$ cat src/hdl/assert_macros.svh
// Assertion macros shared by the glyph renderer RTL.
// Each macro samples on clk and is disabled while rst is high.
`ifndef ASSERT_MACROS_SVH
`define ASSERT_MACROS_SVH

// Same-cycle implication.
`define ASSERT_IMPLIES(label, cond, prop, msg) \
  label: assert property (@(posedge clk) disable iff (rst) (cond) |-> (prop)) \
    else $error(msg);

// Next-cycle implication.
`define ASSERT_NEXT(label, cond, prop, msg) \
  label: assert property (@(posedge clk) disable iff (rst) (cond) |=> (prop)) \
    else $error(msg);

`endif

$ cat src/hdl/tgr_pkg.sv
// Package for the text glyph renderer: word types, command and kind codes,
// register indexes and fixed constants. No dependencies.
`default_nettype none

package tgr_pkg;

  localparam int PIXEL_W   = 16;
  localparam int ROW_SLOTS = 16;
  localparam int ROW_W     = PIXEL_W * ROW_SLOTS;

  localparam logic CMD_PRINT = 1'b0;
  localparam logic CMD_LOAD  = 1'b1;

  localparam logic KIND_WINDOW = 1'b0;
  localparam logic KIND_ROW    = 1'b1;

  localparam int CFG_INDEX_W = 3;
  localparam int CFG_DATA_W  = 16;

  localparam logic [CFG_INDEX_W-1:0] REG_TEXT_COLOR     = 3'd0;
  localparam logic [CFG_INDEX_W-1:0] REG_BACKGROUND     = 3'd1;
  localparam logic [CFG_INDEX_W-1:0] REG_CELL_WIDTH     = 3'd2;
  localparam logic [CFG_INDEX_W-1:0] REG_CELL_HEIGHT    = 3'd3;
  localparam logic [CFG_INDEX_W-1:0] REG_INDENT_COLUMN  = 3'd4;
  localparam logic [CFG_INDEX_W-1:0] REG_SCREEN_WIDTH   = 3'd5;
  localparam logic [CFG_INDEX_W-1:0] REG_PANEL_X_OFFSET = 3'd6;
  localparam logic [CFG_INDEX_W-1:0] REG_PANEL_Y_OFFSET = 3'd7;

  localparam logic [15:0] TEXT_COLOR_RESET    = 16'hFFFF;
  localparam logic [15:0] BACKGROUND_RESET    = 16'h0000;
  localparam logic [4:0]  CELL_WIDTH_RESET    = 5'd12;
  localparam logic [5:0]  CELL_HEIGHT_RESET   = 6'd16;
  localparam logic [9:0]  INDENT_RESET        = 10'd0;
  localparam logic [9:0]  SCREEN_WIDTH_RESET  = 10'd320;
  localparam logic [7:0]  PANEL_X_RESET       = 8'd40;
  localparam logic [7:0]  PANEL_Y_RESET       = 8'd53;

  localparam logic [7:0] FIRST_PRINTABLE = 8'd33;
  localparam logic [7:0] LAST_PRINTABLE  = 8'd127;
  localparam logic [7:0] CHAR_NEWLINE    = 8'd10;
  localparam logic [7:0] CHAR_RETURN     = 8'd13;

  localparam logic [4:0] WIDTH_MIN = 5'd1;
  localparam logic [4:0] WIDTH_MAX = 5'd16;
  localparam logic [9:0] Y_LIMIT   = 10'd1023;

  typedef struct packed {
    logic        command;
    logic [7:0]  char_code;
    logic [6:0]  load_glyph;
    logic [3:0]  load_row;
    logic [15:0] load_bits;
  } item_t;

  typedef struct packed {
    logic        kind;
    logic [10:0] x_start;
    logic [10:0] x_end;
    logic [10:0] y_start;
    logic [10:0] y_end;
    logic [63:0] pixels_a;
    logic [63:0] pixels_b;
    logic [63:0] pixels_c;
    logic [63:0] pixels_d;
    logic [4:0]  row_pixels;
    logic        last;
  } result_t;

endpackage

`default_nettype wire

$ cat src/hdl/tgr_row_unit.sv
// Pixel row expander: turns one glyph row bitmap into sixteen RGB565 pixels.
// Depends on tgr_pkg.
`default_nettype none

module tgr_row_unit #(
  parameter int FONT_COLUMNS = 12
) (
  input  logic [15:0]              bits,
  input  logic [15:0]              text_color,
  input  logic [15:0]              background_color,
  input  logic [4:0]               width,
  output logic [tgr_pkg::ROW_W-1:0] pixels
);

  // Columns are tested MSB first; columns past the cell width stay zero.
  always_comb begin
    logic [tgr_pkg::PIXEL_W-1:0] px;
    pixels = '0;
    for (int col = 0; col < tgr_pkg::ROW_SLOTS; col++) begin
      px = '0;
      if (col < int'(width)) begin
        if (col < FONT_COLUMNS && bits[tgr_pkg::ROW_SLOTS-1-col]) begin
          px = text_color;
        end else begin
          px = background_color;
        end
      end
      pixels[tgr_pkg::ROW_W-1-tgr_pkg::PIXEL_W*col -: tgr_pkg::PIXEL_W] = px;
    end
  end

endmodule

`default_nettype wire

$ cat config.mk
export PLATFORM = sky130hd
export DESIGN_NAME = tgr_row_unit
export DESIGN_NICKNAME = d
export VERILOG_FILES = /design/src/hdl/assert_macros.svh /design/src/hdl/tgr_pkg.sv /design/src/hdl/tgr_row_unit.sv
export SDC_FILE = /design/constraint.sdc
export NUM_CORES = 1
export LEC_CHECK = 0
export ABC_AREA = 1
export BUFFER_PORTS_ARGS = -buffer_cell sky130_fd_sc_hd__buf_2
export CAP_MARGIN = 20
export CORE_AREA = 4 4 117 119
export DETAILED_ROUTE_END_ITERATION = 10
export DIE_AREA = 0 0 121 123
export PLACE_DENSITY = 0.69
export SYNTH_ARGS = -nofsm -noshare
export SYNTH_HDL_FRONTEND = slang
export SYNTH_SLANG_ARGS = --single-unit
export TNS_END_PERCENT = 5
$ cat constraint.sdc
create_clock -name vclk -period 2.7
set_input_delay 0.135 -clock vclk [all_inputs]
set_output_delay 0.135 -clock vclk [all_outputs]
set_load 0.01 [all_outputs]
==> run summary <==
Initial antenna violation count: 0
Sequential cell count: 0
Switching power: 0.000765 W
# clk buffers: 0
Row count: 41
CP max stage cell: buf_2
Gr busiest metal: met2
PortBufs: 305
Inserted Diodes: 0
DR iter-0 viols: 411
Buf/Inv on CP: 4
Internal Power: 0.000400 W
Pre-Repair DR Iteration Count: 5
Met3 usage: 3.84%
Max_slew headroom: 42.0%
Layout cells sized above 1: 33.6%
Leakage power: 3.09 nW
Final Slew Violations: 0
Core region area: 12600 um^2
Via count: 5875
Commonest cells post-synth: nand2_1 (197), nor2_1 (192), o21ai_0 (165)
Final #Nets: 1102
Status: finished, final reports clean
Clk pwr share: 0%
Max-cap violations: 0
Met2 usage: 39.1%
DRT Wirelength: 19.2 mm
Gpl congestion: 0.876
Dpl hpwl: 14.4 mm
Endpoints failing hold: 0
Final setup vio count: 0
DRC viols: 0
Vias in the first global route: 4993
Largest net degree at the start of global routing: 33
PD cells: 235 nW/um^2
P&R area growth vs syn: 37.8%
Die Height: 123 um
First-pass GRT wire length: 27.8 mm
DIE WIDTH: 121 um
Synth area leader: o21ai_0
CP Data Required Time: 2.57 ns
Largest stage delay, worst path: 0.37 ns
Tcrit/Tclk final: 67.0%
Synthesized net count: 880
Yosys warns: 0
Post-Syn Area: 3600 um^2
Top cells by area, synth: o21ai_0 (23%), nand2_1 (21%), nor2_1 (20%)
Post-Syn Instances: 827
I/O pin cnt: 309
Worst vdd ir: 0.113 mV
Seq. cell area: 0 um^2
Avg Cell Area, Syn: 4.36 um^2
CP Capture Type: output port
Gr ovfl total: 0
Yosys cell types: 22
DR WL/cell: 15.8 um
CTS resizes: 0
Die area: 14900 um^2
Worst EP arrival: 1.67 ns
M1 GR Usage: 31.1%
Worst hold-check path type: primary input to output port
Post-route ant nets: 0
Most frequent cell after synthesis: nand2_1
Sw Ratio: 65.6%
Vias per cell: 4.82
Pre-CTS setup slack: 0.878 ns
RSZ-0062 raised after global routing: false
Critical Path, Cell by Cell: buf_2 -> inv_1 -> nand2_1 -> inv_1 -> nor3_1 -> buf_2
GRT Overall Usage: 23.3%
Final setup TNS: 0 ns
Tot Pwr: 0.00117 W
Cts hold-fix bufs: 0
Startpoint Class: primary input
Crit path time final: 1.81 ns
Setup ws final: 0.892 ns
Crit-path max FO: 32
Initial Utilization: 28.7%
Post-CTS Repair Setup Buffers: 0
Worst Tran Pin Value: 0.870 ns
Max Fclk: 0.553 GHz
Combinational power share: 100.0%
Seq/Total Area, Yosys: 0%
Sequential share of power: 0%
Crit path max-delay family: buffers and inverters
Share of the synthesized area in the top cell type: 22.9%
WS Path Type: primary input to output port
## cell usage in the layout (no fill, tap or decap)
cell type,synthesis,layout
a21oi_1,38,38
nand2_4,2,2
inv_2,14,14
o21ai_4,2,2
buf_2,11,305
nor2_8,2,2
inv_1,76,76
nand2_1,197,197
o21ai_0,165,165
nand3_1,3,3
nand2_2,13,13
o21ai_2,2,2
o21ai_1,6,6
inv_4,1,1
nor2_1,192,192
clkinv_1,2,2
nor3_1,16,16
nor2_2,10,10
nor2_4,1,1
## metrics by stage
stage                     util (%)  cell area [um^2]  instances  hold slack (ns)
final                         39.5              4960       1219            0.658
after global routing          39.5              4960       1219            0.706
after CTS                     39.5              4960       1219            0.662
after detailed placement      39.5              4960       1219            0.662
after global placement        39.5              4960       1219            0.655
after floorplan                  -              3600        827            0.415
## layout make-up
type | instances | area [um^2]
multi-input combinational | 649 | 2870
fill | 1472 | 7610
inverter | 93 | 352
tap | 172 | 215
timing repair buffer | 305 | 1530
## metal layers
metal  routed length (um)  up-vias
li1                     -     2985
met1                 7990     2500
met2                 8720      356
met3                 2130       34
met4                  405        0
met5                    0        -
## power groups by stage
stage | sequential (W) | combinational (W) | clock (W)
after floorplan | 0 | 0.000697 | 0
after global placement | 0 | 0.00115 | 0
after detailed placement | 0 | 0.00116 | 0
after CTS | 0 | 0.00116 | 0
after global routing | 0 | 0.00128 | 0
final | 0 | 0.00117 | 0
## worst paths after layout
check | start | to | cells past startpoint
min | text_color[3] | pixels[211] | 6
max | width[4] | pixels[25] | 6
## worst min-delay path, cell delays in order
cell and delay (ns):
buf_2 0.09, nand2_1 0.04, o21ai_0 0.06, nand2_1 0.05
inv_1 0.04, buf_2 0.11
## logic make-up (layout without fill, tap and decap cells)
group,count (synthesis),count (layout),synth area share [%]
and+or+nand+nor,436,436,49.2
buffers and inverters,178,398,20.4
AOI/OAI and AO/OA,213,213,30.4
Note: power is estimated with default switching activity, not from simulation.
